**config.mk**
```make
export PLATFORM = sky130hd
export DESIGN_NAME = tsam_queue
export DESIGN_NICKNAME = d
export VERILOG_FILES = /design/src/hw/rtl/tsam_pkg.sv /design/src/hw/rtl/tsam_queue.sv
export SDC_FILE = /design/constraint.sdc
export NUM_CORES = 1
export LEC_CHECK = 0
export BUFFER_PORTS_ARGS = -buffer_cell sky130_fd_sc_hd__buf_2
export CAP_MARGIN = 20
export CORE_ASPECT_RATIO = 1.1
export CORE_MARGIN = 2
export CORE_UTILIZATION = 31
export DETAILED_ROUTE_END_ITERATION = 10
export PLACE_DENSITY = 0.48
export SLEW_MARGIN = 40
export SYNTH_ARGS = -nofsm -noshare
export SYNTH_HDL_FRONTEND = slang
export SYNTH_SLANG_ARGS = --single-unit
```
**constraint.sdc**
```tcl
create_clock -name clk -period 2.42 [get_ports clk]
set_clock_uncertainty 0.05 [all_clocks]
set_input_delay 0.363 -clock clk [delete_from_list [all_inputs] [get_ports clk]]
set_output_delay 0.363 -clock clk [all_outputs]
set_load 0.03 [all_outputs]
```
**src/hw/rtl/tsam_pkg.sv**
```systemverilog
// Package for the two-source audio mixer: sizes, register indexes and the
// item types that pass between the front end, the queue and the back end.
// No dependencies.
package tsam_pkg;

    localparam int FIFO_DEPTH  = 65536;
    localparam int PTR_W       = $clog2(FIFO_DEPTH);
    localparam int CNT_W       = $clog2(FIFO_DEPTH + 1);
    localparam int QUEUE_DEPTH = 4;
    localparam int QPTR_W      = $clog2(QUEUE_DEPTH);
    localparam int QCNT_W      = $clog2(QUEUE_DEPTH + 1);
    localparam int PCM_W       = 16;
    localparam int CFG_IDX_W   = 1;

    localparam logic [CFG_IDX_W-1:0] CFG_MIX_ENABLE = 1'd0;
    localparam logic [CFG_IDX_W-1:0] CFG_PAUSE_MODE = 1'd1;

    localparam logic signed [PCM_W-1:0] PCM_MAX = 16'sh7FFF;
    localparam logic signed [PCM_W-1:0] PCM_MIN = 16'sh8000;

    // Operation selected by func
    localparam logic FUNC_PUSH = 1'b0;
    localparam logic FUNC_MIX  = 1'b1;

    // Microphone item on its way to the back end, before the RAM read returns
    typedef struct packed {
        logic signed [PCM_W-1:0] mic;
        logic                    use_fifo;
        logic                    eop;
    } front_op_t;

    // Both operands of one mix, as held in the queue
    typedef struct packed {
        logic signed [PCM_W-1:0] mic;
        logic signed [PCM_W-1:0] second;
        logic                    eop;
    } mix_op_t;

    function automatic logic [PTR_W-1:0] next_ptr(input logic [PTR_W-1:0] p);
        logic [PTR_W-1:0] r;
        if (p == PTR_W'(FIFO_DEPTH - 1))
            r = '0;
        else
            r = p + 1'b1;
        return r;
    endfunction

endpackage

```
**src/hw/rtl/tsam_queue.sv**
```systemverilog
// Short queue of mix operations between front end and back end.
// Depends on tsam_pkg.
module tsam_queue
    import tsam_pkg::*;
(
    input  logic              clk,
    input  logic              rst_n,
    input  logic              push,
    input  mix_op_t           push_data,
    input  logic              pop,
    output mix_op_t           head,
    output logic              not_empty,
    output logic [QCNT_W-1:0] count
);

    mix_op_t           slot [QUEUE_DEPTH];
    logic [QPTR_W-1:0] wr_reg, rd_reg;
    logic [QCNT_W-1:0] count_reg;

    assign head      = slot[rd_reg];
    assign not_empty = count_reg != '0;
    assign count     = count_reg;

    always_ff @(posedge clk or negedge rst_n)
    begin
        if (!rst_n)
        begin
            wr_reg    <= '0;
            rd_reg    <= '0;
            count_reg <= '0;
        end
        else
        begin
            if (push)
                wr_reg <= wr_reg + 1'b1;
            if (pop)
                rd_reg <= rd_reg + 1'b1;
            if (push && !pop)
                count_reg <= count_reg + 1'b1;
            else if (pop && !push)
                count_reg <= count_reg - 1'b1;
        end
    end

    always_ff @(posedge clk)
    begin
        if (push)
            slot[wr_reg] <= push_data;
    end

endmodule

```
==> reports/qor.yml <==
global_route:
  grt_pass1_wl_um: 14600
  grt_pass1_vias: 2624
  grt_max_degree: 26
  grt.total_usage_pct: 11.5
  overflow: 0
  antenna_found_initial: 1
setup_path:
  cp_top_family: "flip-flops"
  path_buf_inv: 2
  crit_path_start_kind: "flip-flop"
  crit_type: "reg2out"
  rr_worst_depth: 4
  crit_path_max_fanout: 16
  crit_slowest_cell: "dfrtp_2"
  cp.arrival_ps: 1820
  crit_required_ps: 2010
  crit_path_end_kind: "output port"
  cp.depth: 3
  cpPeakStageDelay_ps: 660
  path_cells: "buf_4, mux4_2, buf_2"
clocking:
  cts_root_buffer: "clkbuf_16"
  cts_tree: "yes"
  numCtsBuffers: 17
  h-tree-depth: 4
  clk_path_buf_depth: 2
  cts.sinks: 139
  insertion_delay_ps: 410
  clk_pin_slew_ps: 60
sta:
  drv_slew: 0
  rsz0062_at_grt: "no"
  fmax_ghz: 0.448
  fin_crit_sh_pct: 92.2
  final-hold-violation-count: 0
  relSlewSlack_pct: 69.1
  period_minus_slack_ps: 2230
  fin_setup_tns_ps: 0
  tightest_slew_ps: 464
  setup_violations: 0
flow_run:
  drv_cap: 0
hold_path:
  hold_class: "in2reg"
  worst_hold_path.num_cells: 1
finish:
  diodes: 0
  layout.cells.non_filler: 519
  multi_input_area_um2: 961
  seq_area_um2: 4140
  num-nets-final: 345
  final_util_pct: 39.6
  drive_gt1_share_pct: 47.0
  mostFrequentLayoutCells: "edfxtp_1, buf_2, mux4_2"
  final_area_um2: 6480
  syn2layout_area_growth_pct: 24.6
  nFillCells: 1459
  largest_register_ffs: 132
  final_common_cell: "edfxtp_1"
detailed_routing:
  drc: 0
  wl_um: 9490
  vias_per_cell: 4.56
  drt-wirelength-per-cell_um: 18.3
  drt_iter0_drc: 96
  antenna_left: 0
  dr.pass1.iters: 4
  vias: 2366
pwr:
  total_power_mw: 8.61
  power_leakage_nw: 2.27
  p_sw_mw: 2.82
  p_seq_share_pct: 39.2
  clockPowerShare_pct: 28.1
  switching_share_pct: 32.7
  combPwrFrac_pct: 32.7
  power-per-cell-area_nw_per_um2: 1330
  vdd_drop_max_mv: 0.508
  p_int_mw: 5.79
synthesis:
  synth_cell_types: 18
  synth_area_per_cell_um2: 25.2
  syn-cell-area_um2: 5200
  yosys_warnings: 0
  synth_xor_area_share_pct: 1.01
  synthAdderAreaFrac_pct: 1.59
  synth-compound-area-share_pct: 0.0962
  synth_mux_area_share_pct: 14.9
  syn-num-nets: 249
  yosysSeqAreaShare_pct: 79.6
  synth_top_family_by_area: "multiplexers"
  netlist_instances: 206
  ys_seq_elements: 139
  synthSimpleGateAreaFrac_pct: 0.818
floorplan:
  io_pins: 74
  start_util_pct: 31.8
  chipHeight_um: 140
  core_um2: 16400
  fp.dieW_um: 128
  fp-row-count: 49
  floorplan.die_area_um2: 17800
outcome:
  status: "completed"
placed_design:
  gp_congestion: 0.661
  port_buffers: 73
  place_area_um2: 5880
  dp_hpwl_um: 5840
  dp_cells: 484
==> synth_stat cells (all sizes together) <==
| master | number | share of area (%) |
|---|---|---|
| and2 | 4 | 0.48 |
| mux2 | 1 | 0.22 |
| dfrtp | 7 | 3.4 |
| fa | 1 | 0.38 |
| xor2 | 4 | 0.67 |
| xnor2 | 2 | 0.34 |
| buf | 8 | 1.8 |
| nor2 | 1 | 0.072 |
| ha | 5 | 1.2 |
| o21ai | 1 | 0.096 |
| edfxtp | 132 | 76 |
| inv | 4 | 0.29 |
| mux4 | 33 | 15 |
| or3 | 1 | 0.12 |
| nand2 | 2 | 0.14 |
==> through the flow <==
step                hold slack, ps  setup WS, ps
global route                  93.9          68.2
CTS                           88.0          26.1
global placement               163           404
detailed placement             164           400
floorplan                     17.4           544
finish                         114           188
==> metal layers <==
layer	track usage (%)	part of all wire, %	up-vias	routed length, µm
met5	0	0.14	-	13
met4	4.68	1.5	2	138
met3	5.88	7.4	15	699
met2	18.5	51	67	4850
met1	12.8	40	1224	3790
li1	-	-	1058	-
==> cell families (layout without fill, tap and decap cells) <==
group	count (synthesis)	in the layout
AND/OR/NAND/NOR	8	8
adder cells (fa/ha/maj)	6	6
XOR/XNOR	6	6
multiplexers	34	34
flip-flops	139	139
AO/OA/AOI/OAI	1	1
buffers and inverters	12	121
==> worst register-to-register path: stages, from the launching register on <==
cell and delay (ps):
dfrtp_1 420, inv_1 110, ha_1 140, and2_2 230, buf_4 350
==> repair_timing <==
action,in CTS,in global routing
buffers inserted,0,2
endpoints found under the setup margin,24,1
hold buffers,1,0
resized for setup,1,0
hold endpoints to repair,7,0
==> worst paths after layout <==
check	slack, ps	end	from
min reg2reg	440	count[2]	count[2]
min in group asynchronous	270	count[2]	rst_n
max in group asynchronous	1850	rd_reg[0]	rst_n
max reg2reg	760	slot[0][28]	wr_reg[0]
min	110	slot[3][21]	push_data[21]
max	190	head[23]	rd_reg[1]
==> cell type report <==
type                            instances  area share [%]
Multi-Input combinational cell         55            14.8
Inverter                                4           0.232
Tap cell                              204            3.94
Sequential cell                       139            64.0
Timing Repair Buffer                   85            8.42
Clock inverter                         14            2.01
Clock buffer                           18            6.62
==> power groups by stage <==
stage	registers (mW)	logic [mW]	clock network, mW
4_1_cts	3.42	2.82	2.49
5_1_grt	3.43	3.02	2.60
3_5_place_dp	3.47	2.81	0
2_1_floorplan	3.36	2.08	0
6_report	3.38	2.82	2.42
3_3_place_gp	3.45	2.81	0
Power figures use the tool's default switching activity.
