[src/hw/rtl/tsam_pkg.sv]
// Package for the two-source audio mixer: sizes, register indexes and the
// item types that pass between the front end, the queue and the back end.
// No dependencies.
package tsam_pkg;

    localparam int FIFO_DEPTH  = 65536;
    localparam int PTR_W       = $clog2(FIFO_DEPTH);
    localparam int CNT_W       = $clog2(FIFO_DEPTH + 1);
    localparam int QUEUE_DEPTH = 4;
    localparam int QPTR_W      = $clog2(QUEUE_DEPTH);
    localparam int QCNT_W      = $clog2(QUEUE_DEPTH + 1);
    localparam int PCM_W       = 16;
    localparam int CFG_IDX_W   = 1;

    localparam logic [CFG_IDX_W-1:0] CFG_MIX_ENABLE = 1'd0;
    localparam logic [CFG_IDX_W-1:0] CFG_PAUSE_MODE = 1'd1;

    localparam logic signed [PCM_W-1:0] PCM_MAX = 16'sh7FFF;
    localparam logic signed [PCM_W-1:0] PCM_MIN = 16'sh8000;

    // Operation selected by func
    localparam logic FUNC_PUSH = 1'b0;
    localparam logic FUNC_MIX  = 1'b1;

    // Microphone item on its way to the back end, before the RAM read returns
    typedef struct packed {
        logic signed [PCM_W-1:0] mic;
        logic                    use_fifo;
        logic                    eop;
    } front_op_t;

    // Both operands of one mix, as held in the queue
    typedef struct packed {
        logic signed [PCM_W-1:0] mic;
        logic signed [PCM_W-1:0] second;
        logic                    eop;
    } mix_op_t;

    function automatic logic [PTR_W-1:0] next_ptr(input logic [PTR_W-1:0] p);
        logic [PTR_W-1:0] r;
        if (p == PTR_W'(FIFO_DEPTH - 1))
            r = '0;
        else
            r = p + 1'b1;
        return r;
    endfunction

endpackage

[src/hw/rtl/tsam_if.sv]


interface tsam_out_if
    import tsam_pkg::*;
();
    logic                    valid;
    logic                    ready;
    logic signed [PCM_W-1:0] mixed_out;
    logic        [PCM_W-1:0] peak_level;
    logic                    packet_done;

    modport source (output valid, mixed_out, peak_level, packet_done, input ready);
    modport sink   (input valid, mixed_out, peak_level, packet_done, output ready);
endinterface

[src/hw/rtl/tsam_back.sv]
// Back end: saturating add, packet peak meter and the result register.
// Depends on tsam_pkg and tsam_if.
module tsam_back
    import tsam_pkg::*;
(
    input  logic    clk,
    input  logic    rst_n,
    input  mix_op_t head,
    input  logic    not_empty,
    output logic    pop,
    tsam_out_if.source result
);

    logic                    out_valid_reg;
    logic signed [PCM_W-1:0] mixed_reg;
    logic        [PCM_W-1:0] peak_out_reg;
    logic                    done_reg;
    logic        [PCM_W-1:0] peak_reg, peak_next;
    logic signed [PCM_W:0]   sum;
    logic signed [PCM_W-1:0] sat;
    logic        [PCM_W-1:0] mag;
    logic        [PCM_W-1:0] new_peak;

    assign pop = not_empty && (!out_valid_reg || result.ready);

    always_comb
    begin
        sum = {head.mic[PCM_W-1], head.mic} + {head.second[PCM_W-1], head.second};
        if (sum[PCM_W] != sum[PCM_W-1])
            sat = sum[PCM_W] ? PCM_MIN : PCM_MAX;
        else
            sat = sum[PCM_W-1:0];
        mag      = sat[PCM_W-1] ? (PCM_W'(0) - sat) : sat;
        new_peak = (mag > peak_reg) ? mag : peak_reg;
        // restart the meter after the closing sample
        peak_next = head.eop ? '0 : new_peak;
    end

    always_ff @(posedge clk or negedge rst_n)
    begin
        if (!rst_n)
        begin
            out_valid_reg <= 1'b0;
            peak_reg      <= '0;
        end
        else
        begin
            if (pop)
            begin
                out_valid_reg <= 1'b1;
                peak_reg      <= peak_next;
            end
            else if (result.ready)
                out_valid_reg <= 1'b0;
        end
    end

    always_ff @(posedge clk)
    begin
        if (pop)
        begin
            mixed_reg    <= sat;
            peak_out_reg <= new_peak;
            done_reg     <= head.eop;
        end
    end

    assign result.valid       = out_valid_reg;
    assign result.mixed_out   = mixed_reg;
    assign result.peak_level  = peak_out_reg;
    assign result.packet_done = done_reg;

endmodule

[src/flat_wrapper.sv]
// flat-port wrapper written by rule: the top's interface ports become plain ports
module tsam_back_flat import tsam_pkg::*;
  (clk, rst_n, head, not_empty, pop, result_valid, result_mixed_out, result_peak_level, result_packet_done, result_ready);
  tsam_out_if result_i ();
  input  logic clk;
  input  logic rst_n;
  input  mix_op_t head;
  input  logic not_empty;
  output logic pop;
  output wire logic [$bits(result_i.valid)-1:0] result_valid;
  output wire logic [$bits(result_i.mixed_out)-1:0] result_mixed_out;
  output wire logic [$bits(result_i.peak_level)-1:0] result_peak_level;
  output wire logic [$bits(result_i.packet_done)-1:0] result_packet_done;
  input wire logic [$bits(result_i.ready)-1:0] result_ready;
  assign result_valid = result_i.valid;
  assign result_mixed_out = result_i.mixed_out;
  assign result_peak_level = result_i.peak_level;
  assign result_packet_done = result_i.packet_done;
  assign result_i.ready = result_ready;
  tsam_back u_core (.clk(clk), .rst_n(rst_n), .head(head), .not_empty(not_empty), .pop(pop), .result(result_i));
endmodule
[config.mk]
export PLATFORM = sky130hd
export DESIGN_NAME = tsam_back_flat
export DESIGN_NICKNAME = d
export VERILOG_FILES = /design/src/hw/rtl/tsam_pkg.sv /design/src/hw/rtl/tsam_if.sv /design/src/hw/rtl/tsam_back.sv /design/src/flat_wrapper.sv
export SDC_FILE = /design/constraint.sdc
export NUM_CORES = 1
export LEC_CHECK = 0
export BUFFER_PORTS_ARGS = -buffer_cell sky130_fd_sc_hd__buf_2
export CAP_MARGIN = 40
export CORE_MARGIN = 8
export CORE_UTILIZATION = 50
export DETAILED_ROUTE_END_ITERATION = 10
export HOLD_SLACK_MARGIN = 0.02
export PLACE_DENSITY = 0.81
export SLEW_MARGIN = 10
export SYNTH_ARGS = -nofsm -noshare
export SYNTH_HDL_FRONTEND = slang
export SYNTH_SLANG_ARGS = --single-unit
[constraint.sdc]
create_clock -name clk -period 3.4 [get_ports clk]
set_input_delay 0.68 -clock clk [delete_from_list [all_inputs] [get_ports clk]]
set_output_delay 0.68 -clock clk [all_outputs]
set_load 0.01 [all_outputs]
==> results of run 1 <==
-- power groups by stage --
stage / Clock, mW / Sequential, mW / Combinational [mW]
global placement: 0 / 1.03 / 2.83
floorplan: 0 / 1.11 / 1.69
finish: 0.428 / 1.04 / 3.76
CTS: 0.424 / 1.03 / 3.36
global route: 0.453 / 1.06 / 4.05
detailed placement: 0 / 1.04 / 2.97
-- per-layer routing --
layer / share of wire, % / vias to the layer above
li1: - / 1756
met1: 38 / 1757
met2: 54 / 132
met3: 5.1 / 38
met4: 3.2 / 0
met5: 0 / -
-- timing repair --
action,CTS,global route
gates resized for setup,50,28
buffers inserted,9,10
pin swaps,22,13
endpoints found under the hold margin,0,0
endpoints found under the setup margin,46,46
gates cloned,0,1
-- synthesized netlist by cell type, drive strengths merged (2+ instances only) --
cell / number / area [sq um]
a211o: 3 / 26.3
dfrtp: 17 / 425
and2: 2 / 12.5
a21o: 8 / 60.1
edfxtp: 33 / 991
nor2: 29 / 111
a21oi: 20 / 100
nand4: 5 / 31.3
nor3b: 2 / 15.0
o41ai: 2 / 25.0
inv: 32 / 120
nor4: 3 / 33.8
a31oi: 4 / 25.0
or4: 2 / 15.0
nor2b: 4 / 25.0
nand2: 28 / 105
and3: 6 / 37.5
or3b: 3 / 26.3
nor3: 5 / 25.0
nand3: 2 / 10.0
clkbuf: 9 / 33.8
o21ai: 30 / 150
or3: 7 / 48.8
o21a: 4 / 30.0
a211oi: 2 / 20.0
nand2b: 2 / 12.5
xnor2: 9 / 86.3
o21bai: 2 / 15.0
mux2i: 6 / 60.1
a22o: 13 / 114
a221oi: 2 / 23.8
ha: 35 / 438
mux2: 8 / 93.8
or2: 3 / 18.8
xor2: 6 / 52.6
o211ai: 6 / 45.0
-- worst max path at each step --
stage	endpoint	startpoint
floorplan	u_core.peak_reg[10]	head[2]
global placement	u_core.result.peak_level[11]	head[2]
detailed placement	u_core.result.peak_level[9]	head[2]
CTS	u_core.peak_reg[0]	head[25]
global route	u_core.peak_reg[10]	head[2]
finish	u_core.peak_reg[10]	head[25]
-- cells by family (layout without fill, tap and decap cells) --
family	after synthesis	in the layout	share of synthesized area, %
AO/OA/AOI/OAI	101	101	18.9
XOR/XNOR	15	15	3.87
adder cells (fa/ha/maj)	36	36	12.8
buffers and inverters	43	250	4.50
flip-flops	50	50	39.5
multiplexers	14	14	4.29
AND/OR/NAND/NOR	107	107	16.2
-- cell type report --
class	instances	area (sq um)	share of cell area, %
Multi-Input combinational cell	273	2430	42.7
Timing Repair Buffer	209	1490	26.1
Sequential cell	50	1420	24.9
Inverter	33	124	2.17
Tap cell	99	124	2.17
Clock buffer	6	72.6	1.27
Clock inverter	2	37.5	0.659
-- worst max-delay path, delay by kind of cell --
kind	cells	cell delay, ns
and+or+nand+nor	9	2.08
buffers and inverters	4	0.52
adders and majority gates	3	0.89
muxes	1	0.26
xor gates and xnor gates	2	0.40
AOI/OAI and AO/OA	9	1.68
==> run_results.csv, run 1 <==
group,metric,value,unit
outcome,status,"complete, but fails checks",
outcome,violations,"setup timing",
pwr,intPower,3.12,mW
global_routing,antenna_found_initial,0,
clock_network,clkSlewWorstSetupHoldPaths,0.09,ns
pwr,power.switching,2.11,mW
worst_setup_path,slowest_delay,0.49,ns
min_path,worstHoldPathType,"in2async",
pwr,p_per_area,918,nW/um^2
clock_network,clock-sinks,50,
drt,wire_per_inst,16.7,um
worst_setup_path,crit_type,"in2reg",
layout,diodes,0,
global_routing,grtUsageMet3,3.11,%
yosys,syn_avg_cell_area,9.80,sq um
drt,drt-pass1-iter-count,5,
worst_setup_path,startpoint_type,"primary input",
timing,rsz0062_at_grt,"yes",
yosys,yosys_warnings,0,
layout,finalNetCount,645,
placement,place_area,5110,sq um
yosys,synth_fp_nets,439,
layout,area_growth,58.8,%
flow_run,maxCapViolCount,0,
clock_network,clkLatencyLatePin,0.32,ns
global_routing,track_usage,20.9,%
timing,whs,0.279,ns
timing,min_period,6.30,ns
yosys,async_reset_ff_share,34.0,%
layout,fillers,424,
clock_network,cts_tree,"built",
drt,drc_errors,0,
timing,worstMarginPinSlew,0.525,ns
placement,hpwl,7.91,mm
layout,drive_above_1_share,51.1,%
timing,fin_crit_sh,185,%
global_routing,grt_pass1_vias,3772,
worst_setup_path,cp_common_cell,"a21o_1",
timing,finalSetupViolCount,45,
worst_setup_path,regToRegStartpoint,"u_core.peak_reg[9]",
global_routing,met1_usage,22.6,%
global_routing,use_met2,39.7,%
clock_network,root_buffer,"clkbuf_8",
floorplanning,die_y,101,um
placement,gp_congestion,0.870,
timing,fmax,0.159,GHz
clock_network,htreeDepth,2,
yosys,synth_edf_count,33,
clock_network,cts_buffer_depth,2,
timing,hold_viol,0,
timing,finClkSkew,0.00678,ns
global_routing,grt_max_degree,24,
floorplanning,start_util,50.6,%
drt,drt_wl_total,11.2,mm
timing,postLayoutSetupSlackWorst,-2.90,ns
layout,final_cells,672,
worst_setup_path,timing.rr.end,"u_core.peak_reg[10]",
timing,slew-limit-headroom,65.0,%
pwr,leakagePower,2.69,nW
pwr,combPwrFrac,72.0,%
yosys,yosysUniqueCellTypes,59,
clock_network,hold_buffers,0,
worst_setup_path,slowest_stage,"or4_1",
layout,final_area,5700,sq um
yosys,syn_inst,366,
drt,ant_nets,0,
worst_setup_path,endpoint_kind,"flop",
pwr,swShare,40.4,%
pwr,clkPwrFrac,8.2,%
yosys,synth_flop_cell,"edfxtp_1",
layout,utilization,80.3,%
timing,finalMaxSlewViolations,0,
worst_setup_path,r2r_slack,0.85,ns
global_routing,grt_pass1_wl,17.3,mm
placement,io_buffers,71,
global_routing,gr-total-overflow,0,
worst_setup_path,required,3.60,ns
pwr,seqPwrFrac,19.8,%
drt,vias,3683,
timing,tns,-91.96,ns
clock_network,cts_made_buffers,5,
placement,place_inst,644,
floorplanning,dieWidth,101,um
layout,final_common_cell,"buf_4",
floorplanning,ioPinCount,72,
global_routing,busiest_layer,"met2",
drt,via_per_inst,5.48,
yosys,synth-seq-cells,50,
drt,drt-initial-drc-count,210,
layout,final_cell_mix,"126 x buf_4, 68 x buf_2, 33 x edfxtp_1",
floorplanning,coreArea,7100,sq um
worst_setup_path,cp_data_arrival_time,6.51,ns
yosys,synth_area,3590,sq um
yosys,ys_seq_area_share,39.5,%
worst_setup_path,worstPathMaxFanout,7,
floorplanning,dieArea,10100,sq um
pwr,p_total,5.23,mW
pwr,peakVddDrop,0.349,mV
placement,dp_slack,-3.30,ns
worst_setup_path,reg2regPathDepth,12,
floorplanning,rows,31,
No activity file was read; power rests on OpenSTA's default activity.
==> run 2, diff against run 1 <==
--- a/config.mk
+++ b/config.mk
@@ -7,12 +7,13 @@
 export LEC_CHECK = 0
 export BUFFER_PORTS_ARGS = -buffer_cell sky130_fd_sc_hd__buf_2
 export CAP_MARGIN = 40
+export CORE_ASPECT_RATIO = 1.25
 export CORE_MARGIN = 8
-export CORE_UTILIZATION = 50
+export CORE_UTILIZATION = 55
 export DETAILED_ROUTE_END_ITERATION = 10
 export HOLD_SLACK_MARGIN = 0.02
-export PLACE_DENSITY = 0.81
-export SLEW_MARGIN = 10
+export PLACE_DENSITY = 0.87
+export SLEW_MARGIN = 25
 export SYNTH_ARGS = -nofsm -noshare
 export SYNTH_HDL_FRONTEND = slang
 export SYNTH_SLANG_ARGS = --single-unit
==> run_results.csv, run 2 (synthesized netlist as in run 1, its figures left out) <==
group,metric,value,unit
outcome,status,"complete, but fails checks",
outcome,violations,"setup timing",
worst_setup_path,crit_type,"in2reg",
worst_setup_path,crit_buf_inv,5,
layout,final_common_cell,"buf_4",
clock_network,htreeDepth,2,
worst_setup_path,startpoint_type,"primary input",
global_routing,grt_pass1_vias,4076,
worst_setup_path,timing.rr.end,"u_core.result.peak_level[1]",
floorplanning,dieWidth,88.2,um
timing,whs,0.288,ns
flow_run,maxCapViolCount,0,
clock_network,clock-sinks,50,
timing,slew-limit-headroom,64.9,%
floorplanning,rows,33,
placement,hpwl,8.27,mm
drt,drt_wl_total,14.8,mm
layout,fillers,293,
timing,min_period,6.70,ns
timing,worstMarginPinSlew,0.525,ns
timing,hold_viol,0,
pwr,leakagePower,2.69,nW
min_path,worstHoldPathType,"in2async",
worst_setup_path,cp_common_cell,"ha_4",
floorplanning,ioPinCount,72,
drt,wire_per_inst,22.6,um
layout,multiInputGateArea,2450,sq um
worst_setup_path,reg2regPathDepth,13,
floorplanning,start_util,55.7,%
pwr,p_per_area,1010,nW/um^2
floorplanning,dieArea,9380,sq um
worst_setup_path,slowest_stage,"or3_4",
drt,vias,4251,
layout,diodes,0,
global_routing,track_usage,25.5,%
placement,io_buffers,71,
layout,final_cell_mix,"118 x buf_4, 69 x buf_2, 33 x edfxtp_1",
layout,area_growth,58.8,%
drt,drt-pass1-iter-count,7,
timing,finClkSkew,0.00748,ns
worst_setup_path,cp_data_arrival_time,6.91,ns
floorplanning,die_y,106,um
worst_setup_path,r2r_slack,0.52,ns
timing,finalMaxSlewViolations,0,
worst_setup_path,regToRegStartpoint,"u_core.peak_reg[9]",
placement,dp_slack,-3.31,ns
global_routing,grt_pass1_wl,18.9,mm
timing,finalSetupViolCount,46,
global_routing,antenna_found_initial,0,
global_routing,gr-total-overflow,0,
drt,drt-initial-drc-count,319,
clock_network,clkLatencyLatePin,0.31,ns
drt,ant_nets,0,
worst_setup_path,worstPathMaxFanout,6,
timing,rsz0062_at_grt,"yes",
drt,drc_errors,0,
worst_setup_path,required,3.62,ns
pwr,peakVddDrop,0.680,mV
clock_network,cts_made_buffers,5,
drt,via_per_inst,6.47,
worst_setup_path,critical_path.top_delay_family,"compound AO/OA/AOI/OAI gates",
timing,fmax,0.149,GHz
clock_network,cts_tree,"built",
global_routing,grt_max_degree,24,
clock_network,cts_buffer_depth,2,
layout,finalNetCount,642,
clock_network,clkSlewWorstSetupHoldPaths,0.09,ns
placement,gp_congestion,0.924,
timing,postLayoutSetupSlackWorst,-3.30,ns
clock_network,root_buffer,"clkbuf_8",
layout,drive_above_1_share,51.9,%
worst_setup_path,slowest_delay,0.41,ns
layout,final-seq-area,1420,sq um
timing,fin_crit_sh,197,%
worst_setup_path,endpoint_kind,"flop",
floorplanning,coreArea,6440,sq um
==> run 2: final cells by class <==
class,instances,area share (%)
inverters,33,2.17
well taps,87,1.91
clock buffers,5,1.21
repair buffers,206,26.6
flip-flops and latches,50,24.9
multi-input cells,273,43.0
clock inverters,3,0.285
==> run 2: worst max-delay path by stage <==
stage,start,to,slack [ns],cells past startpoint
finish,head[2],u_core.peak_reg[8],-3.30,30
detailed placement,head[2],u_core.result.peak_level[10],-3.31,27
CTS,head[2],u_core.peak_reg[0],-2.77,28
floorplan,head[2],u_core.peak_reg[10],-2.91,28
global placement,head[2],u_core.result.peak_level[11],-3.08,27
global route,head[2],u_core.peak_reg[8],-3.48,30
==> run 2: what timing repair did <==
item | CTS | global route
gates resized for setup | 57 | 27
gates cloned | 1 | 2
setup buffers | 11 | 10
setup endpoints to repair | 47 | 48
pin swaps | 21 | 9
hold buffers | 0 | 0
==> run 2: stage by stage <==
| step | setup TNS [ns] | util (%) | area (sq um) | total power [mW] | cells |
|---|---|---|---|---|---|
| floorplan | -95.89 | - | 3820 | 2.80 | 366 |
| global placement | -106.51 | 78.5 | 5060 | 3.84 | 627 |
| detailed placement | -115.35 | 78.5 | 5060 | 4.03 | 627 |
| CTS | -89.79 | 85.1 | 5480 | 4.88 | 647 |
| global route | -113.30 | 88.5 | 5700 | 5.96 | 657 |
| finish | -107.75 | 88.5 | 5700 | 5.77 | 657 |
==> run 2: worst reg2reg max path, stage by stage (launching register included) <==
cell and delay [ns]:
dfrtp_1 0.41, inv_1 0.06, ha_1 0.33, a211o_1 0.33, o211ai_1 0.19, a21oi_1 0.17, o211ai_1 0.21, o211ai_1 0.15
and2_4 0.19, buf_6 0.13, buf_4 0.15, buf_8 0.12, nor2_1 0.16, a21oi_2 0.05
==> run 2: where the power goes <==
group	switching, mW	internal (mW)	total (mW)	leakage, nW
combinational	2.25	2.12	4.37	2.11
clock	0.204	0.141	0.345	0.0416
sequential	0.0989	0.959	1.06	0.543
==> run 2: routing by layer <==
metal	global-route usage (%)	part of all wire, %	up-vias
met5	0	0	-
met4	17.7	8.8	0
met3	3.70	9.0	147
met2	46.6	48	393
met1	25.5	34	1958
li1	-	-	1753
==> run 3, diff against run 2 <==
--- a/config.mk
+++ b/config.mk
@@ -7,13 +7,12 @@
 export LEC_CHECK = 0
 export BUFFER_PORTS_ARGS = -buffer_cell sky130_fd_sc_hd__buf_2
 export CAP_MARGIN = 40
-export CORE_ASPECT_RATIO = 1.25
 export CORE_MARGIN = 8
 export CORE_UTILIZATION = 55
 export DETAILED_ROUTE_END_ITERATION = 10
 export HOLD_SLACK_MARGIN = 0.02
 export PLACE_DENSITY = 0.87
-export SLEW_MARGIN = 25
+export SLEW_MARGIN = 20
 export SYNTH_ARGS = -nofsm -noshare
 export SYNTH_HDL_FRONTEND = slang
 export SYNTH_SLANG_ARGS = --single-unit
==> run_results.csv, run 3 (synthesized netlist as in run 1, its figures left out) <==
group,metric,value,unit
timing,slew-limit-headroom,57.7,%
clock_network,cts_buffer_depth,2,
clock_network,htreeDepth,2,
layout,area_growth,57.1,%
worst_setup_path,r2r_slack,0.14,ns
placement,place_area,5040,sq um
flow_run,maxCapViolCount,0,
drt,drt_wl_total,15.4,mm
timing,finClkSkew,0.00597,ns
worst_setup_path,required,3.62,ns
floorplanning,coreArea,6310,sq um
min_path,worstHoldPathType,"in2async",
floorplanning,start_util,56.8,%
drt,drt-pass1-iter-count,9,
global_routing,track_usage,28.6,%
placement,place_inst,617,
timing,fin_crit_sh,205,%
placement,gp_congestion,0.914,
placement,hpwl,8.22,mm
worst_setup_path,worstPathMaxFanout,11,
timing,finalMaxSlewViolations,0,
timing,hold_viol,0,
pwr,peakVddDrop,0.941,mV
global_routing,grt_pass1_vias,4428,
layout,finalNetCount,641,
floorplanning,rows,29,
worst_setup_path,crit_type,"in2reg",
timing,worstMarginPinSlew,0.633,ns
global_routing,grt_max_degree,23,
global_routing,antenna_found_initial,0,
global_routing,grt_pass1_wl,22.0,mm
global_routing,met1_usage,28.8,%
drt,vias,4325,
worst_setup_path,cp_data_arrival_time,7.18,ns
worst_setup_path,slowest_delay,0.46,ns
timing,postLayoutSetupSlackWorst,-3.56,ns
placement,dp_slack,-3.26,ns
global_routing,gr-total-overflow,0,
worst_setup_path,startpoint_type,"primary input",
pwr,p_per_area,1010,nW/um^2
layout,final_cell_mix,"124 x buf_4, 68 x buf_2, 33 x edfxtp_1",
worst_setup_path,critical_path.top_delay_family,"compound AO/OA/AOI/OAI gates",
layout,final_area,5640,sq um
clock_network,root_buffer,"clkbuf_8",
floorplanning,ioPinCount,72,
global_routing,grtUsageMet3,7.40,%
layout,drive_above_1_share,51.1,%
drt,ant_nets,0,
drt,drc_errors,0,
layout,utilization,89.3,%
clock_network,hold_buffers,0,
global_routing,use_met2,50.5,%
global_routing,busiest_layer,"met2",
drt,via_per_inst,6.70,
outcome,violations,"setup timing",
outcome,status,"complete, but fails checks",
worst_setup_path,crit_buf_inv,5,
layout,diodes,0,
worst_setup_path,endpoint_kind,"flop",
pwr,leakagePower,2.69,nW
worst_setup_path,slowest_stage,"o41ai_4",
layout,final_common_cell,"buf_4",
clock_network,clock-sinks,50,
timing,min_period,6.96,ns
clock_network,clkSlewWorstSetupHoldPaths,0.10,ns
timing,fmax,0.144,GHz
pwr,p_total,5.67,mW
drt,wire_per_inst,23.9,um
clock_network,cts_made_buffers,5,
clock_network,clkLatencyLatePin,0.33,ns
layout,final_cells,646,
drt,drt-initial-drc-count,440,
floorplanning,dieArea,9370,sq um
placement,io_buffers,71,
timing,finalSetupViolCount,47,
timing,rsz0062_at_grt,"yes",
floorplanning,die_y,96.8,um
floorplanning,dieWidth,96.8,um
clock_network,cts_tree,"built",
## run 3: routing by layer
layer  up-vias  part of all wire [%]
met5         -                     0
met4         0                    10
met3       174                    10
met2       423                    46
met1      1983                    33
li1       1745                     -
## run 3: repair_timing
item,CTS,global route
gates cloned,3,0
setup endpoints to repair,47,47
buffers inserted,14,6
resized for setup,47,30
pin swaps,30,26
## run 3: power breakdown
part | switching (mW) | leakage, nW | internal [mW] | total (mW)
logic | 2.22 | 2.09 | 1.95 | 4.17
clock network | 0.237 | 0.0567 | 0.192 | 0.429
registers | 0.111 | 0.543 | 0.960 | 1.07
## run 3: path summary, 6_finish.rpt
check                                    startpoint                  end  depth (start not counted)
worst max-delay path                        head[2]   u_core.peak_reg[0]                         30
worst min-delay path                          rst_n   u_core.peak_reg[3]                          1
worst max register to register   u_core.peak_reg[1]   u_core.peak_reg[8]                         13
worst min register to register  u_core.result.valid  u_core.result.valid                          2
max in group asynchronous                     rst_n  u_core.peak_reg[11]                          1
min in group clk                u_core.result.valid  u_core.result.valid                          2
## run 3: per-stage QoR
stage	setup TNS, ns	hold slack, ns
final	-120.14	0.282
after global routing	-125.50	0.307
after CTS	-94.18	0.304
after detailed placement	-112.80	0.484
after global placement	-105.19	0.470
after floorplan	-95.89	0.384
## run 3: cell type report
| type | count | area, sq um |
|---|---|---|
| multi-input combinational | 273 | 2420 |
| timing repair buffer | 205 | 1470 |
| sequential | 50 | 1420 |
| fill | 269 | 676 |
| inverter | 33 | 124 |
| tap | 77 | 96.3 |
| clock buffer | 6 | 93.8 |
| clock inverter | 2 | 13.8 |
